[src/rtl/asfc_pkg.sv]
// ----------------------------------------------------------------------------
// asfc_pkg: alarm / snooze / sleep fade controller package
// Item types, mode and LED command codes, register indexes and time constants.
// ----------------------------------------------------------------------------
package asfc_pkg;

  localparam int MODE_W      = 3;
  localparam int CMD_W       = 3;
  localparam int PAT_W       = 8;
  localparam int SEC_W       = 32;
  localparam int SOD_W       = 17;
  localparam int CFG_IDX_W   = 3;
  localparam int CFG_DATA_W  = 11;
  localparam int HOUR_W      = 5;
  localparam int MIN_W       = 6;
  localparam int SNOOZE_W    = 8;
  localparam int DELAY_W     = 11;
  localparam int FADE_MIN_W  = 11;
  localparam int STEPS_W     = 8;
  localparam int SNZ_SEC_W   = 14;
  localparam int DLY_SEC_W   = 17;
  localparam int STEP_LEN_W  = 17;

  localparam logic [SOD_W-1:0]   SECS_PER_DAY  = 17'd86400;
  localparam logic [SOD_W-1:0]   SECS_PER_HOUR = 17'd3600;
  localparam logic [SOD_W-1:0]   SECS_PER_MIN  = 17'd60;

  localparam logic [MODE_W-1:0] MODE_INIT       = 3'd0;
  localparam logic [MODE_W-1:0] MODE_CONFIG     = 3'd1;
  localparam logic [MODE_W-1:0] MODE_WAIT       = 3'd2;
  localparam logic [MODE_W-1:0] MODE_SNOOZE     = 3'd3;
  localparam logic [MODE_W-1:0] MODE_RUN        = 3'd4;
  localparam logic [MODE_W-1:0] MODE_SLEEPSTART = 3'd5;
  localparam logic [MODE_W-1:0] MODE_SLEEPDELAY = 3'd6;
  localparam logic [MODE_W-1:0] MODE_FADE       = 3'd7;

  localparam logic [CMD_W-1:0] LED_NONE       = 3'd0;
  localparam logic [CMD_W-1:0] LED_RING       = 3'd1;
  localparam logic [CMD_W-1:0] LED_FILL_BLACK = 3'd2;
  localparam logic [CMD_W-1:0] LED_FADE_START = 3'd3;
  localparam logic [CMD_W-1:0] LED_FADE_STEP  = 3'd4;

  localparam logic [CFG_IDX_W-1:0] CFG_ENABLE_ALARM  = 3'd0;
  localparam logic [CFG_IDX_W-1:0] CFG_WAKE_HOUR     = 3'd1;
  localparam logic [CFG_IDX_W-1:0] CFG_WAKE_MINUTE   = 3'd2;
  localparam logic [CFG_IDX_W-1:0] CFG_SNOOZE_MIN    = 3'd3;
  localparam logic [CFG_IDX_W-1:0] CFG_RING_PATTERN  = 3'd4;
  localparam logic [CFG_IDX_W-1:0] CFG_SLEEP_DELAY   = 3'd5;
  localparam logic [CFG_IDX_W-1:0] CFG_FADE_MIN      = 3'd6;

  typedef struct packed {
    logic [SEC_W-1:0] now_seconds;
    logic [SOD_W-1:0] local_second_of_day;
    logic             reconfig_event;
    logic             snooze_event;
    logic             stop_event;
    logic             manual_start_event;
    logic             sleep_start_event;
    logic             sleep_stop_event;
  } in_item_t;

  typedef struct packed {
    logic [MODE_W-1:0] mode;
    logic [CMD_W-1:0]  led_command;
    logic [PAT_W-1:0]  led_pattern;
    logic              status_ok_pulse;
  } out_item_t;

endpackage

[src/rtl/alarm_snooze_sleep_fade_controller.sv]
// ----------------------------------------------------------------------------
// alarm_snooze_sleep_fade_controller: alarm clock mode controller
// One wake-up in, one mode / LED command result out, with snooze timing,
// alarm crossing detection and a stepped sleep fade.
// ----------------------------------------------------------------------------
// An accepted item is held in the input register until its result is registered on out_data.
// Throughput: one item per cycle while out_ready is high; the mode update is a
// single pass between the input register and the result register.
// The fade step length is computed by a constant multiply when fade_minutes is written.
// Reset (rst_n low, synchronous) clears all but the item data registers, mode to init.
module alarm_snooze_sleep_fade_controller #(
  parameter int FADE_STEPS = 64
) (
  input  logic                           clk,
  input  logic                           rst_n,
  input  logic                           in_valid,
  output logic                           in_ready,
  input  asfc_pkg::in_item_t             in_data,
  output logic                           out_valid,
  input  logic                           out_ready,
  output asfc_pkg::out_item_t            out_data,
  input  logic                           cfg_valid,
  output logic                           cfg_ready,
  input  logic [asfc_pkg::CFG_IDX_W-1:0] cfg_index,
  input  logic [asfc_pkg::CFG_DATA_W-1:0] cfg_data
);
  import asfc_pkg::*;

  // floor(fade_minutes * 60 / FADE_STEPS) by reciprocal multiply, exact for 11-bit input
  localparam int    STEP_SHIFT = FADE_MIN_W + $clog2(FADE_STEPS);
  localparam longint STEP_MULT = (longint'(60) * (longint'(1) << STEP_SHIFT)
                                  + longint'(FADE_STEPS) - 1) / longint'(FADE_STEPS);
  localparam int    MULT_W     = $clog2(STEP_MULT + 1);
  localparam int    PROD_W     = FADE_MIN_W + MULT_W;

  // configuration
  logic                  enable_alarm_r;
  logic [HOUR_W-1:0]     wake_hour_r;
  logic [MIN_W-1:0]      wake_minute_r;
  logic [SNOOZE_W-1:0]   snooze_min_r;
  logic [PAT_W-1:0]      ring_pattern_r;
  logic [DELAY_W-1:0]    sleep_delay_r;
  logic [STEP_LEN_W-1:0] step_len_r;
  logic [PROD_W-1:0]     step_prod;

  // pipeline
  logic                  s1_valid_r;
  in_item_t              s1_item_r;
  logic                  out_valid_r;
  out_item_t             out_item_r;
  out_item_t             out_item_nxt;
  logic                  adv;

  // state
  logic [MODE_W-1:0]     mode_r, mode_nxt;
  logic [SEC_W-1:0]      last_sec_r, last_sec_nxt;
  logic [SOD_W-1:0]      last_sod_r, last_sod_nxt;
  logic [SEC_W-1:0]      snooze_began_r, snooze_began_nxt;
  logic [SEC_W-1:0]      sleep_mark_r, sleep_mark_nxt;
  logic [STEPS_W-1:0]    steps_done_r, steps_done_nxt;

  // datapath
  logic [SOD_W-1:0]      target_raw, target, prev;
  logic [SOD_W:0]        dist_raw;
  logic [SOD_W-1:0]      wake_dist;
  logic [SEC_W-1:0]      elapsed, snooze_el, sleep_el;
  logic [SNZ_SEC_W-1:0]  snooze_len;
  logic [DLY_SEC_W-1:0]  delay_len;
  logic                  crossed;

  assign cfg_ready = 1'b1;
  assign step_prod = PROD_W'(cfg_data[FADE_MIN_W-1:0]) * PROD_W'(STEP_MULT);

  always_ff @(posedge clk) begin
    if (!rst_n) begin
      enable_alarm_r <= 1'b0;
      wake_hour_r    <= '0;
      wake_minute_r  <= '0;
      snooze_min_r   <= '0;
      ring_pattern_r <= '0;
      sleep_delay_r  <= '0;
      step_len_r     <= '0;
    end else if (cfg_valid) begin
      case (cfg_index)
        CFG_ENABLE_ALARM: enable_alarm_r <= cfg_data[0];
        CFG_WAKE_HOUR:    wake_hour_r    <= cfg_data[HOUR_W-1:0];
        CFG_WAKE_MINUTE:  wake_minute_r  <= cfg_data[MIN_W-1:0];
        CFG_SNOOZE_MIN:   snooze_min_r   <= cfg_data[SNOOZE_W-1:0];
        CFG_RING_PATTERN: ring_pattern_r <= cfg_data[PAT_W-1:0];
        CFG_SLEEP_DELAY:  sleep_delay_r  <= cfg_data[DELAY_W-1:0];
        CFG_FADE_MIN:     step_len_r     <= STEP_LEN_W'(step_prod >> STEP_SHIFT);
        default: ;
      endcase
    end
  end

  assign adv       = s1_valid_r && (!out_valid_r || out_ready);
  assign in_ready  = !s1_valid_r || adv;
  assign out_valid = out_valid_r;
  assign out_data  = out_item_r;

  // alarm crossing, all distances modulo one day
  assign target_raw = SOD_W'(wake_hour_r * SECS_PER_HOUR)
                    + SOD_W'(wake_minute_r * SECS_PER_MIN);
  assign target     = (target_raw >= SECS_PER_DAY) ? target_raw - SECS_PER_DAY : target_raw;
  assign prev       = (last_sod_r >= SECS_PER_DAY) ? last_sod_r - SECS_PER_DAY : last_sod_r;
  assign dist_raw   = {1'b0, target} + {1'b0, SECS_PER_DAY} - {1'b0, prev};
  assign wake_dist  = (dist_raw >= {1'b0, SECS_PER_DAY})
                    ? SOD_W'(dist_raw - {1'b0, SECS_PER_DAY}) : SOD_W'(dist_raw);
  assign elapsed    = s1_item_r.now_seconds - last_sec_r;
  assign crossed    = SEC_W'(wake_dist) <= elapsed;

  assign snooze_el  = s1_item_r.now_seconds - snooze_began_r;
  assign sleep_el   = s1_item_r.now_seconds - sleep_mark_r;
  assign snooze_len = SNZ_SEC_W'(snooze_min_r * SNZ_SEC_W'(SECS_PER_MIN));
  assign delay_len  = DLY_SEC_W'(sleep_delay_r * SECS_PER_MIN);

  always_comb begin
    mode_nxt         = mode_r;
    last_sec_nxt     = last_sec_r;
    last_sod_nxt     = last_sod_r;
    snooze_began_nxt = snooze_began_r;
    sleep_mark_nxt   = sleep_mark_r;
    steps_done_nxt   = steps_done_r;
    out_item_nxt     = '0;

    case (mode_r)
      MODE_INIT: begin
        if (s1_item_r.reconfig_event) mode_nxt = MODE_CONFIG;
      end
      MODE_CONFIG: mode_nxt = MODE_WAIT;
      MODE_WAIT: begin
        if (s1_item_r.reconfig_event) mode_nxt = MODE_CONFIG;
        else if (s1_item_r.sleep_start_event) mode_nxt = MODE_SLEEPSTART;
        else if (enable_alarm_r && (s1_item_r.manual_start_event || crossed))
          mode_nxt = MODE_RUN;
      end
      MODE_SNOOZE: begin
        if (s1_item_r.stop_event) mode_nxt = MODE_WAIT;
        else if (s1_item_r.reconfig_event) mode_nxt = MODE_CONFIG;
        else if (snooze_el > SEC_W'(snooze_len)) mode_nxt = MODE_RUN;
      end
      MODE_RUN: begin
        if (s1_item_r.stop_event) mode_nxt = MODE_WAIT;
        else if (s1_item_r.reconfig_event) mode_nxt = MODE_CONFIG;
        else if (s1_item_r.snooze_event) mode_nxt = MODE_SNOOZE;
      end
      MODE_SLEEPSTART: mode_nxt = MODE_SLEEPDELAY;
      MODE_SLEEPDELAY: begin
        if (s1_item_r.sleep_stop_event) mode_nxt = MODE_WAIT;
        else if (s1_item_r.reconfig_event) mode_nxt = MODE_CONFIG;
        else if (sleep_el > SEC_W'(delay_len)) mode_nxt = MODE_FADE;
      end
      default: begin
        if (s1_item_r.sleep_stop_event || steps_done_r > STEPS_W'(FADE_STEPS))
          mode_nxt = MODE_WAIT;
        else if (s1_item_r.reconfig_event) mode_nxt = MODE_CONFIG;
      end
    endcase

    case (mode_r)
      MODE_INIT: begin
        out_item_nxt.status_ok_pulse = (mode_nxt != mode_r);
      end
      MODE_CONFIG, MODE_WAIT, MODE_SNOOZE: begin
        last_sec_nxt = s1_item_r.now_seconds;
        last_sod_nxt = s1_item_r.local_second_of_day;
      end
      MODE_RUN: begin
        last_sec_nxt = s1_item_r.now_seconds;
        last_sod_nxt = s1_item_r.local_second_of_day;
        if (s1_item_r.snooze_event) begin
          snooze_began_nxt         = s1_item_r.now_seconds;
          out_item_nxt.led_command = LED_FILL_BLACK;
        end else if (mode_nxt == mode_r) begin
          out_item_nxt.led_command = LED_RING;
          out_item_nxt.led_pattern = ring_pattern_r;
        end
      end
      MODE_SLEEPSTART: begin
        sleep_mark_nxt           = s1_item_r.now_seconds;
        steps_done_nxt           = '0;
        out_item_nxt.led_command = LED_FADE_START;
      end
      MODE_SLEEPDELAY: begin
        if (mode_nxt != mode_r) sleep_mark_nxt = s1_item_r.now_seconds;
      end
      default: begin
        if (sleep_el > SEC_W'(step_len_r) && mode_nxt == mode_r) begin
          sleep_mark_nxt           = s1_item_r.now_seconds;
          steps_done_nxt           = steps_done_r + 1'b1;
          out_item_nxt.led_command = LED_FADE_STEP;
        end
      end
    endcase

    out_item_nxt.mode = mode_nxt;
  end

  always_ff @(posedge clk) begin
    if (!rst_n) begin
      s1_valid_r     <= 1'b0;
      out_valid_r    <= 1'b0;
      mode_r         <= MODE_INIT;
      last_sec_r     <= '0;
      last_sod_r     <= '0;
      snooze_began_r <= '0;
      sleep_mark_r   <= '0;
      steps_done_r   <= '0;
    end else begin
      if (in_ready) s1_valid_r <= in_valid;
      if (adv) begin
        out_valid_r    <= 1'b1;
        mode_r         <= mode_nxt;
        last_sec_r     <= last_sec_nxt;
        last_sod_r     <= last_sod_nxt;
        snooze_began_r <= snooze_began_nxt;
        sleep_mark_r   <= sleep_mark_nxt;
        steps_done_r   <= steps_done_nxt;
      end else if (out_ready) begin
        out_valid_r    <= 1'b0;
      end
    end
  end

  always_ff @(posedge clk) begin
    if (in_valid && in_ready) s1_item_r  <= in_data;
    if (adv)                  out_item_r <= out_item_nxt;
  end

  // result mode always tracks the state register
  a_mode_match: assert property (@(posedge clk) disable iff (!rst_n)
    adv |=> out_valid_r && out_item_r.mode == mode_r)
    else $error("result mode differs from state register");

  a_ok_pulse: assert property (@(posedge clk) disable iff (!rst_n)
    out_valid_r && out_item_r.status_ok_pulse |-> out_item_r.mode == MODE_CONFIG)
    else $error("status pulse outside init exit");

  a_pattern: assert property (@(posedge clk) disable iff (!rst_n)
    out_valid_r && out_item_r.led_command != LED_RING |-> out_item_r.led_pattern == '0)
    else $error("pattern without ring command");

  a_sleep_seq: assert property (@(posedge clk) disable iff (!rst_n)
    adv && mode_r == MODE_SLEEPSTART |=> mode_r == MODE_SLEEPDELAY && steps_done_r == '0)
    else $error("sleep start did not enter delay");

  a_steps_bound: assert property (@(posedge clk) disable iff (!rst_n)
    32'(steps_done_r) <= 32'(FADE_STEPS) + 32'd1)
    else $error("fade step count overran");

endmodule
[config.mk]
export PLATFORM = sky130hd
export DESIGN_NAME = alarm_snooze_sleep_fade_controller
export DESIGN_NICKNAME = d
export VERILOG_FILES = /design/src/rtl/asfc_pkg.sv /design/src/rtl/alarm_snooze_sleep_fade_controller.sv
export SDC_FILE = /design/constraint.sdc
export NUM_CORES = 1
export LEC_CHECK = 0
export BUFFER_PORTS_ARGS = -buffer_cell sky130_fd_sc_hd__buf_2
export CAP_MARGIN = 40
export CORE_UTILIZATION = 55
export DETAILED_ROUTE_END_ITERATION = 10
export MAX_ROUTING_LAYER = met4
export PLACE_DENSITY = 0.72
export SYNTH_ARGS = -nofsm -noshare
export SYNTH_HDL_FRONTEND = slang
export SYNTH_SLANG_ARGS = --single-unit
export TNS_END_PERCENT = 10
[constraint.sdc]
create_clock -name clk -period 11.9 [get_ports clk]
set_input_delay 0.595 -clock clk [delete_from_list [all_inputs] [get_ports clk]]
set_output_delay 0.595 -clock clk [all_outputs]
set_load 0.05 [all_outputs]
==> results_dict.tcl <==
set metrics [dict create \
    status "completed" \
    final_critical_path_setup_slack_ns 0.910 \
    viasPerCell 5.84 \
    core-area_um2 39700 \
    clk_latency_ns 0.57 \
    diodes 0 \
    grt_use_total_pct 28.3 \
    r2r.worst_path.cells 46 \
    yosysWarningCount 0 \
    cts.clk_slew.worst_paths_ns 0.07 \
    cts_buffers 29 \
    place_inst 3187 \
    skew_ns 0.0152 \
    rows 73 \
    ir_worst_vdd_mv 0.103 \
    antenna_found_initial 0 \
    hp-class "input pin to flop" \
    ys_types 92 \
    layout.nets 3112 \
    met1_length_um 25600 \
    hpwl_um 44300 \
    swShare_pct 33.4 \
    combPwrFrac_pct 27.7 \
    fp.dieH_um 203 \
    drtIter0Drc 932 \
    slew_violations 0 \
    async_reset_ff_share_pct 0 \
    firstDrtPassIters 5 \
    setup_viol 0 \
    tightestPinTransition_ns 0.888 \
    ys_ff_latch 246 \
    cp_data_required_time_ns 12.34 \
    tritoncts "built" \
    pwr-share-clk_pct 36.5 \
    slew_headroom_pct 40.8 \
    cp_slowest_cell "fa_1" \
    wl_per_cell_um 17.5 \
    routed_wl_um 56700 \
    hold_path_end "s1_item_r[34]$_DFFE_PP_" \
    worstPathMaxFanout 16 \
    power_leakage_uw 0.00968 \
    fin_crit_sh_pct 92.4 \
    r2r-start "wake_minute_r[1]$_SDFFE_PN0P_" \
    synth-simple-area-share_pct 18.6 \
    synth_ff_type "dfxtp_1" \
    fin_cells 3242 \
    p_per_area_nw_per_um2 107 \
    syn_nets 3078 \
    start_util_pct 55.7 \
    grt_max_degree 99 \
    crit_type "flop to flop" \
    synth_compound_area_share_pct 20.1 \
    synth_top_family_by_area "adder cells" \
    gp_congestion 0.963 \
    numPortBuffers 90 \
    die_area_um2 41000 \
    area_delta_synth_final_pct 8.31 \
    syn_avg_cell_area_um2 8.31 \
    max_freq_ghz 0.0910 \
    crit_path_end_kind "flop" \
    htree_num_levels 1 \
    gr-total-overflow 0 \
    internal_power_uw 1710 \
    wl_met2_um 27100 \
    synth_adder_area_share_pct 21.6 \
    num_vias 18900 \
    grt_pass1_vias 18500 \
    filler_cell_count 3577 \
    drcViolationCount 0 \
    numClockSinks 246 \
    synth_xor_area_share_pct 5.54 \
    seqPwrFrac_pct 35.7 \
    synth_mux_area_share_pct 2.67 \
    pre_cts_ws_ns 0.369 \
    grt_pass1_wl_um 92400 \
    startpoint_type "flop" \
    synth_area_um2 22100 \
    r2r_setup_slack_ns 0.91 \
    reg2reg_to "sleep_mark_r[2]$_SDFFE_PN0P_" \
    critPathMostFrequentCell "ha_1" \
    layout-drive-gt1-share_pct 7.58 \
    fin_tns_setup_ns 0 \
    hold_viol_final 0 \
    min_from "in_data[34]" \
    clk_path_buf_depth 3 \
    io_pins 92 \
    hold_depth 1 \
    max_stage_delay_ns 0.52 \
    finalCriticalPeriod_ns 10.99 \
    synth_cells 2661 \
    power.switching_uw 857 \
    wl_met3_um 2340 \
    die_w_um 203 \
    maxCapViolations 0 \
    synth_edf_count 70 \
    arrival_ns 11.43 \
    drtAntennaViolNets 0 \
    cts_root_buf "clkbuf_16" \
    top_layer "met4" \
    yosysSeqAreaShare_pct 25.4 \
]
-- stage by stage --
step	power [uW]	utilization, %	hold slack (ns)	area, um^2
after floorplan	1460	-	0.435	22100
after global placement	1620	57.5	0.442	22800
after detailed placement	1640	57.6	0.451	22900
after CTS	2580	60.1	0.169	23900
after global routing	2710	60.3	0.177	24000
final	2570	60.3	0.190	24000
-- logic make-up after synthesis --
kind of cell	after synthesis
multiplexers	58
flip-flops	246
buffers and inverters	333
AND/OR/NAND/NOR	876
XOR/XNOR	140
other	1
adder cells (fa/ha/maj)	343
AO/OA/AOI/OAI	664
-- cell usage after synthesis, types with 19 or more instances --
cell type	number	area, um^2
clkbuf_1	85	319
nand3_1	61	305
xnor2_1	90	788
and3_1	20	125
nor2b_1	36	225
xor2_1	50	438
o21bai_1	27	203
inv_1	234	878
o21ai_0	100	500
a21o_1	56	420
nor2_1	113	424
nor4_1	19	119
nor3_1	38	190
and2_1	33	206
a21oi_1	186	931
edfxtp_1	70	2100
nand4_1	33	206
nand2_1	430	1610
dfxtp_1	176	3520
nand2b_1	22	138
ha_1	277	3470
a21boi_0	119	893
o211ai_1	21	158
mux2i_1	53	531
fa_1	66	1320
-- what timing repair did --
item,in CTS,in global routing
resized for setup,0,11
hold buffers,0,0
setup endpoints to repair,0,43
buffers inserted,0,1
hold endpoints to repair,0,0
-- worst max path at each step --
stage,end,from,cells after the start
2_1_floorplan,sleep_mark_r[1]$_SDFFE_PN0P_,wake_minute_r[3]$_SDFFE_PN0P_,48
3_3_place_gp,sleep_mark_r[27]$_SDFFE_PN0P_,wake_minute_r[3]$_SDFFE_PN0P_,47
3_5_place_dp,sleep_mark_r[31]$_SDFFE_PN0P_,wake_minute_r[3]$_SDFFE_PN0P_,47
4_1_cts,sleep_mark_r[31]$_SDFFE_PN0P_,wake_minute_r[3]$_SDFFE_PN0P_,47
5_1_grt,sleep_mark_r[6]$_SDFFE_PN0P_,wake_minute_r[2]$_SDFFE_PN0P_,46
6_report,sleep_mark_r[2]$_SDFFE_PN0P_,wake_minute_r[1]$_SDFFE_PN0P_,46
-- power by group through the flow --
stage | clock network (uW) | logic [uW] | registers (uW)
after global placement | 0 | 683 | 934
after detailed placement | 0 | 702 | 935
after global routing | 985 | 807 | 919
after floorplan | 0 | 537 | 925
final | 937 | 712 | 917
after CTS | 955 | 708 | 916
-- routing by layer --
layer,up-vias,track usage [%]
met5,-,-
met4,0,8.32
met3,106,2.02
met2,397,48.2
met1,9031,36.1
li1,9387,-
-- critical path: cells and delay by family (launching register included) --
kind,cells,cell delay [ns]
xor+xnor,4,0.80
mux,2,0.57
compound gates,18,3.74
flops,1,0.42
fa+ha+maj,7,2.54
buf+inv,3,0.21
simple gates,12,2.58
-- area by class of cell --
| type | instances | area (um^2) | share of cell area (%) |
|---|---|---|---|
| multi-input combinational | 2083 | 15200 | 63.5 |
| clock buffer | 30 | 729 | 3.05 |
| sequential | 246 | 5630 | 23.5 |
| timing repair buffer | 101 | 578 | 2.41 |
| clock inverter | 23 | 269 | 1.12 |
| tap | 525 | 657 | 2.74 |
| inverter | 234 | 878 | 3.67 |
-- cell usage in the layout (no fill, tap or decap), types with 33 or more instances in the layout --
master	n
nand2_1	429
ha_1	277
inv_1	234
a21oi_1	186
dfxtp_1	175
a21boi_0	118
nor2_1	113
o21ai_0	99
buf_2	90
xnor2_1	89
edfxtp_1	70
fa_1	66
nand3_1	61
a21o_1	56
mux2i_1	53
xor2_1	50
nor3_1	37
nor2b_1	35
nand4_1	33
-- flip-flops by register name (all words and copies together), names as in the netlist, 3 cells and up --
register,cells
s1_item_r,55
sleep_delay_r,11
snooze_began_r,32
last_sec_r,32
wake_hour_r,5
snooze_min_r,8
steps_done_r,8
mode_r,3
last_sod_r,17
sleep_mark_r,32
step_len_r,11
out_data,15
wake_minute_r,6
ring_pattern_r,8
(Power assumes the default switching activity.)
